### src/rtl/gdfs_adj_mem.sv
// adjacency matrix memory, one row per vertex, rows read as zero until first written
module gdfs_adj_mem #(
    parameter int ROWS = 64,
    parameter int AW = 6
) (
    input  logic            clk,
    input  logic            rst_n,
    input  logic [AW-1:0]   rd_addr,
    output logic [ROWS-1:0] rd_data,
    input  logic            wr_en,
    input  logic [AW-1:0]   wr_addr,
    input  logic [ROWS-1:0] wr_data
);

    logic [ROWS-1:0] mem [ROWS];
    logic [ROWS-1:0] row_valid_reg;
    logic [ROWS-1:0] rd_data_reg;
    logic            rd_valid_reg;

    always_ff @(posedge clk)
    begin
        if (wr_en)
        begin
            mem[wr_addr] <= wr_data;
        end
        rd_data_reg <= mem[rd_addr];
    end

    // row valid bits stand in for clearing the matrix at reset
    always_ff @(posedge clk or negedge rst_n)
    begin
        if (!rst_n)
        begin
            row_valid_reg <= '0;
            rd_valid_reg <= 1'b0;
        end
        else
        begin
            if (wr_en)
            begin
                row_valid_reg[wr_addr] <= 1'b1;
            end
            rd_valid_reg <= row_valid_reg[rd_addr];
        end
    end

    assign rd_data = rd_valid_reg ? rd_data_reg : '0;

endmodule

### config.mk
export PLATFORM = sky130hd
export DESIGN_NAME = gdfs_adj_mem
export DESIGN_NICKNAME = d
export VERILOG_FILES = /design/src/rtl/gdfs_adj_mem.sv
export SDC_FILE = /design/constraint.sdc
export NUM_CORES = 2
export LEC_CHECK = 0
export ABC_CLOCK_PERIOD_IN_PS = 1620
export BUFFER_PORTS_ARGS = -buffer_cell sky130_fd_sc_hd__buf_2
export CAP_MARGIN = 20
export CORE_MARGIN = 2
export CORE_UTILIZATION = 32
export CTS_BUF_LIST = sky130_fd_sc_hd__clkbuf_2 sky130_fd_sc_hd__clkbuf_4 sky130_fd_sc_hd__clkbuf_8
export DETAILED_ROUTE_END_ITERATION = 10
export SETUP_SLACK_MARGIN = 0.2
export SLEW_MARGIN = 40
export SYNTH_ARGS = -nofsm -noshare
export SYNTH_HDL_FRONTEND = slang
export SYNTH_SLANG_ARGS = --single-unit
### constraint.sdc
create_clock -name clk -period 1.62 [get_ports clk]
set_input_delay 0.243 -clock clk [delete_from_list [all_inputs] [get_ports clk]]
set_output_delay 0.243 -clock clk [all_outputs]
set_load 0.03 [all_outputs]
==> impl_results.html <==
<table>
<tr><th>Metric</th><th>Value</th></tr>
<tr><th colspan="2">Synthesis</th></tr>
<tr><td>Share of flip-flops with an asynchronous set or reset after synthesis</td><td>0.0154</td></tr>
<tr><td>Mean post-synth cell area</td><td>23.5 sq um</td></tr>
<tr><td>Syn Std Cell Area</td><td>159000 sq um</td></tr>
<tr><td>Top-count cell post-synth</td><td>sky130_fd_sc_hd__edfxtp_1</td></tr>
<tr><td>Most common library cells after synthesis</td><td>4096 x sky130_fd_sc_hd__edfxtp_1, 1040 x sky130_fd_sc_hd__mux4_2, 260 x sky130_fd_sc_hd__a22oi_1, 195 x sky130_fd_sc_hd__clkbuf_1, 130 x sky130_fd_sc_hd__o22ai_1</td></tr>
<tr><td>Warnings, synthesis</td><td>0</td></tr>
<tr><td>Cell variety after synth</td><td>32</td></tr>
<tr><td>Syn Nets</td><td>6828</td></tr>
<tr><td>Post-synth top area share</td><td>0.775</td></tr>
<tr><td>Count of flip-flops with a built-in enable after synthesis</td><td>4096</td></tr>
<tr><td>Dominant synthesized flop cell</td><td>sky130_fd_sc_hd__edfxtp_1</td></tr>
<tr><td>Number of register bits inferred by synthesis</td><td>4225</td></tr>
<tr><td>Gate Count Post-Synth</td><td>6749</td></tr>
<tr><td>Post-synth top area cell</td><td>sky130_fd_sc_hd__edfxtp_1</td></tr>
<tr><td>Ranking of synthesized cells by area</td><td>sky130_fd_sc_hd__edfxtp_1 78%, sky130_fd_sc_hd__mux4_2 15%, sky130_fd_sc_hd__a22oi_1 1.2%, sky130_fd_sc_hd__dfrtp_1 1.0%, sky130_fd_sc_hd__dfxtp_1 0.81%</td></tr>
<tr><td>Sequential share of the synthesized area</td><td>0.794</td></tr>
<tr><th colspan="2">Clock network</th></tr>
<tr><td>Maximum clock path buffer count</td><td>4</td></tr>
<tr><td>Clk Latency, worst-skew pair</td><td>1.24 ns</td></tr>
<tr><td>Master cell of the clock root buffer</td><td>sky130_fd_sc_hd__clkbuf_8</td></tr>
<tr><td>Clock tree from TritonCTS</td><td>yes</td></tr>
<tr><td>Number of CTS-inserted buffers</td><td>648</td></tr>
<tr><td>Clock sink count</td><td>4225</td></tr>
<tr><td>Clock slew at reported path FFs</td><td>0.07 ns</td></tr>
<tr><td># H-tree levels</td><td>6</td></tr>
<tr><th colspan="2">Placed design</th></tr>
<tr><td>Placer congestion estimate</td><td>0.824</td></tr>
<tr><td>Number of buffer cells added on primary ports</td><td>142</td></tr>
<tr><td>Pre-CTS worst setup slack</td><td>-1.61 ns</td></tr>
<tr><td>DP Wirelength</td><td>303000 um</td></tr>
<tr><th colspan="2">Setup path</th></tr>
<tr><td>R2R Setup Slk</td><td>-0.20 ns</td></tr>
<tr><td>Crit-path max FO</td><td>6</td></tr>
<tr><td>Reg2reg start</td><td>mem[21][28]</td></tr>
<tr><td>Required time reported for the critical path endpoint</td><td>1.38 ns</td></tr>
<tr><td>R2r worst-path depth</td><td>5</td></tr>
<tr><td>Launch point of the critical path</td><td>rd_valid_reg</td></tr>
<tr><td>Arrival time at the worst endpoint</td><td>2.42 ns</td></tr>
<tr><td>Nature of the critical path endpoint</td><td>primary output</td></tr>
<tr><td>Crit start category</td><td>flip-flop</td></tr>
<tr><td>Capture point of the worst reg-to-reg path</td><td>rd_data_reg[28]</td></tr>
<tr><td>Setup CP Type</td><td>flip-flop to primary output</td></tr>
<tr><th colspan="2">STA</th></tr>
<tr><td>Final-report hold violation count</td><td>0</td></tr>
<tr><td>Clock period minus worst slack</td><td>2.66 ns</td></tr>
<tr><td>Slack of the critical path</td><td>-1.04 ns</td></tr>
<tr><td>Slew @ Worst Pin</td><td>0.834 ns</td></tr>
<tr><td>Worst max-slew margin expressed relative to the limit</td><td>0.444</td></tr>
<tr><td>Achievable Freq</td><td>375 MHz</td></tr>
<tr><td>Post-Route Skew</td><td>0.0813 ns</td></tr>
<tr><td>RSZ-0062 raised after global routing</td><td>true</td></tr>
<tr><td>Final setup vio count</td><td>98</td></tr>
<tr><td>Pins over their slew limit</td><td>0</td></tr>
<tr><td>Period Utilization, post-route</td><td>1.64</td></tr>
<tr><th colspan="2">Worst hold path</th></tr>
<tr><td>Start point of the worst hold path</td><td>rd_addr[2]</td></tr>
<tr><td>Hold worst-path end</td><td>rd_data_reg[45]</td></tr>
<tr><td>Min-delay worst type</td><td>primary input to flip-flop</td></tr>
<tr><td>Number of stages on the worst hold path</td><td>6</td></tr>
<tr><th colspan="2">Final layout</th></tr>
<tr><td>Final core utilization</td><td>0.401</td></tr>
<tr><td>Reg area</td><td>126000 sq um</td></tr>
<tr><td>Fraction of final layout cells sized beyond drive strength 1</td><td>0.439</td></tr>
<tr><td>Number of fillers in the final layout</td><td>43000</td></tr>
<tr><td>Combined area of the multi-input logic cells</td><td>33600 sq um</td></tr>
<tr><td>Syn-to-layout area delta</td><td>24.7%</td></tr>
<tr><td>Final Net Count</td><td>8517</td></tr>
<tr><td>Flip-flop count of the largest register, all copies and words added</td><td>4096</td></tr>
<tr><th colspan="2">Route</th></tr>
<tr><td>Starting DRC count in detailed routing</td><td>10400</td></tr>
<tr><td>Total detailed-routing wirelength</td><td>474000 um</td></tr>
<tr><td>Number of detailed-routing iterations run before antenna repair</td><td>5</td></tr>
<tr><td>Vias per cell</td><td>5.31</td></tr>
<tr><td>Number of antenna-violating nets in the routed design</td><td>0</td></tr>
<tr><td>Average routed wire per standard cell</td><td>30.7 um</td></tr>
<tr><td>Count of unresolved DRC violations after routing</td><td>0</td></tr>
<tr><td>Vias after detailed routing</td><td>82100</td></tr>
<tr><th colspan="2">Run status</th></tr>
<tr><td>Failing checks</td><td>setup timing</td></tr>
<tr><td>Run status</td><td>finished, violations left</td></tr>
<tr><th colspan="2">Die</th></tr>
<tr><td>Die Footprint</td><td>501000 sq um</td></tr>
<tr><td>Die X</td><td>708 um</td></tr>
<tr><td>Initial Utilization</td><td>0.321</td></tr>
<tr><td>Std-Cell Rows</td><td>258</td></tr>
<tr><td>Ports placed on the boundary</td><td>143</td></tr>
<tr><td>Placeable core area</td><td>494000 sq um</td></tr>
<tr><td>Die outline height</td><td>708 um</td></tr>
<tr><th colspan="2">Power</th></tr>
<tr><td>Highest ir drop seen on vdd</td><td>0.000776 V</td></tr>
<tr><td>Power per cell area</td><td>1140 nW/um^2</td></tr>
<tr><td>Static leakage</td><td>63.5 nW</td></tr>
<tr><th colspan="2">GRT</th></tr>
<tr><td>Number of antenna violations at the first check in global routing</td><td>33</td></tr>
<tr><td>Vias in the first global route</td><td>84600</td></tr>
<tr><td>Gr ovfl total</td><td>0</td></tr>
<tr><td>GR Util All Layers</td><td>0.185</td></tr>
<tr><td>Pin count of the biggest net entering global routing</td><td>66</td></tr>
<tr><td>Global-route wire length before repair</td><td>658000 um</td></tr>
<tr><th colspan="2">Flow run</th></tr>
<tr><td>Maximum capacitance violations</td><td>0</td></tr>
</table>
critical path, cell delays in order, from the launching register on:
cell and delay [ns]:
sky130_fd_sc_hd__dfrtp_4 0.57, sky130_fd_sc_hd__buf_12 0.19, sky130_fd_sc_hd__clkbuf_16 0.16, sky130_fd_sc_hd__and2_4 0.15
sky130_fd_sc_hd__buf_6 0.13
final cells by class:
| type | count | share of cell area |
|---|---|---|
| Multi-Input combinational cell | 2132 | 0.170 |
| Sequential cell | 4225 | 0.636 |
| Clock inverter | 263 | 0.00944 |
| Inverter | 1 | 0.0000190 |
| Antenna cell | 12 | 0.000152 |
| Tap cell | 6500 | 0.0411 |
| Clock buffer | 891 | 0.0552 |
| Timing Repair Buffer | 1430 | 0.0877 |
logic make-up (layout without fill, tap and decap cells):
logic type      Yosys count  count (layout)  share of synthesized area
flops                  4225            4225                      0.794
simple gates            419             419                     0.0144
buf+inv                 392            2585                     0.0122
compound gates          585             585                     0.0265
other cells               0              12                          0
mux                    1128            1128                      0.153
layer usage:
metal / wire, um / global-route usage / vias to the layer above
met5: 37 / 0 / -
met4: 13800 / 0.0524 / 6
li1: - / - / 32600
met3: 41500 / 0.0374 / 736
met2: 229000 / 0.302 / 4169
met1: 190000 / 0.251 / 44500
repair_timing:
item                                     CTS  global route
pin swaps                                130            44
hold buffers                              92             0
hold endpoints to repair                6172             0
gates cloned                               2             2
endpoints found under the setup margin   129           283
gates resized for setup                  528           114
buffers inserted                           6             9
layout by cell type (no fill, tap or decap), types with 23 or more instances in the layout:
cell,instances
sky130_fd_sc_hd__nor2_4,64
sky130_fd_sc_hd__a211oi_2,36
sky130_fd_sc_hd__buf_6,87
sky130_fd_sc_hd__o22ai_2,54
sky130_fd_sc_hd__clkinv_2,65
sky130_fd_sc_hd__edfxtp_1,4096
sky130_fd_sc_hd__and3_1,23
sky130_fd_sc_hd__and2_4,66
sky130_fd_sc_hd__dfxtp_1,62
sky130_fd_sc_hd__a22oi_2,38
sky130_fd_sc_hd__or2_2,66
sky130_fd_sc_hd__dfrtp_1,64
sky130_fd_sc_hd__dlygate4sd3_1,86
sky130_fd_sc_hd__o221ai_1,34
sky130_fd_sc_hd__clkinv_1,132
sky130_fd_sc_hd__a22oi_1,222
sky130_fd_sc_hd__buf_12,481
sky130_fd_sc_hd__o22ai_1,60
sky130_fd_sc_hd__mux4_2,1040
sky130_fd_sc_hd__mux2i_1,50
sky130_fd_sc_hd__nand3_1,93
sky130_fd_sc_hd__buf_4,749
sky130_fd_sc_hd__clkbuf_8,678
sky130_fd_sc_hd__clkbuf_4,215
power by group:
group,switching (mW),internal (mW),total (mW),leakage [nW]
Sequential,0.887,121,122,38.2
Clock,42.5,46.2,88.7,6.78
Combinational,8.25,6.76,15.0,18.5
through the flow:
step / cells / cell area (sq um) / power, mW / hold slack, ns / TNS, ns
floorplan: 6749 / 159000 / 130 / -0.0526 / -3715.57
global placement: 14200 / 181000 / 137 / 0.286 / -1142.08
detailed placement: 14200 / 181000 / 138 / 0.298 / -1166.14
CTS: 15400 / 197000 / 227 / 0.00245 / -98.05
global route: 15400 / 198000 / 233 / 0.0769 / -71.79
finish: 15500 / 198000 / 226 / 0.0939 / -66.91
worst max-delay path by stage:
stage | end | slack, ns | depth (start not counted)
finish | rd_data[42] | -1.04 | 4
CTS | rd_data[46] | -1.15 | 4
global placement | rd_data_reg[13] | -1.59 | 9
detailed placement | rd_data_reg[13] | -1.61 | 9
floorplan | mem[48][0] | -1.27 | 4
global route | rd_data[42] | -1.09 | 4
Power figures use the tool's default switching activity.
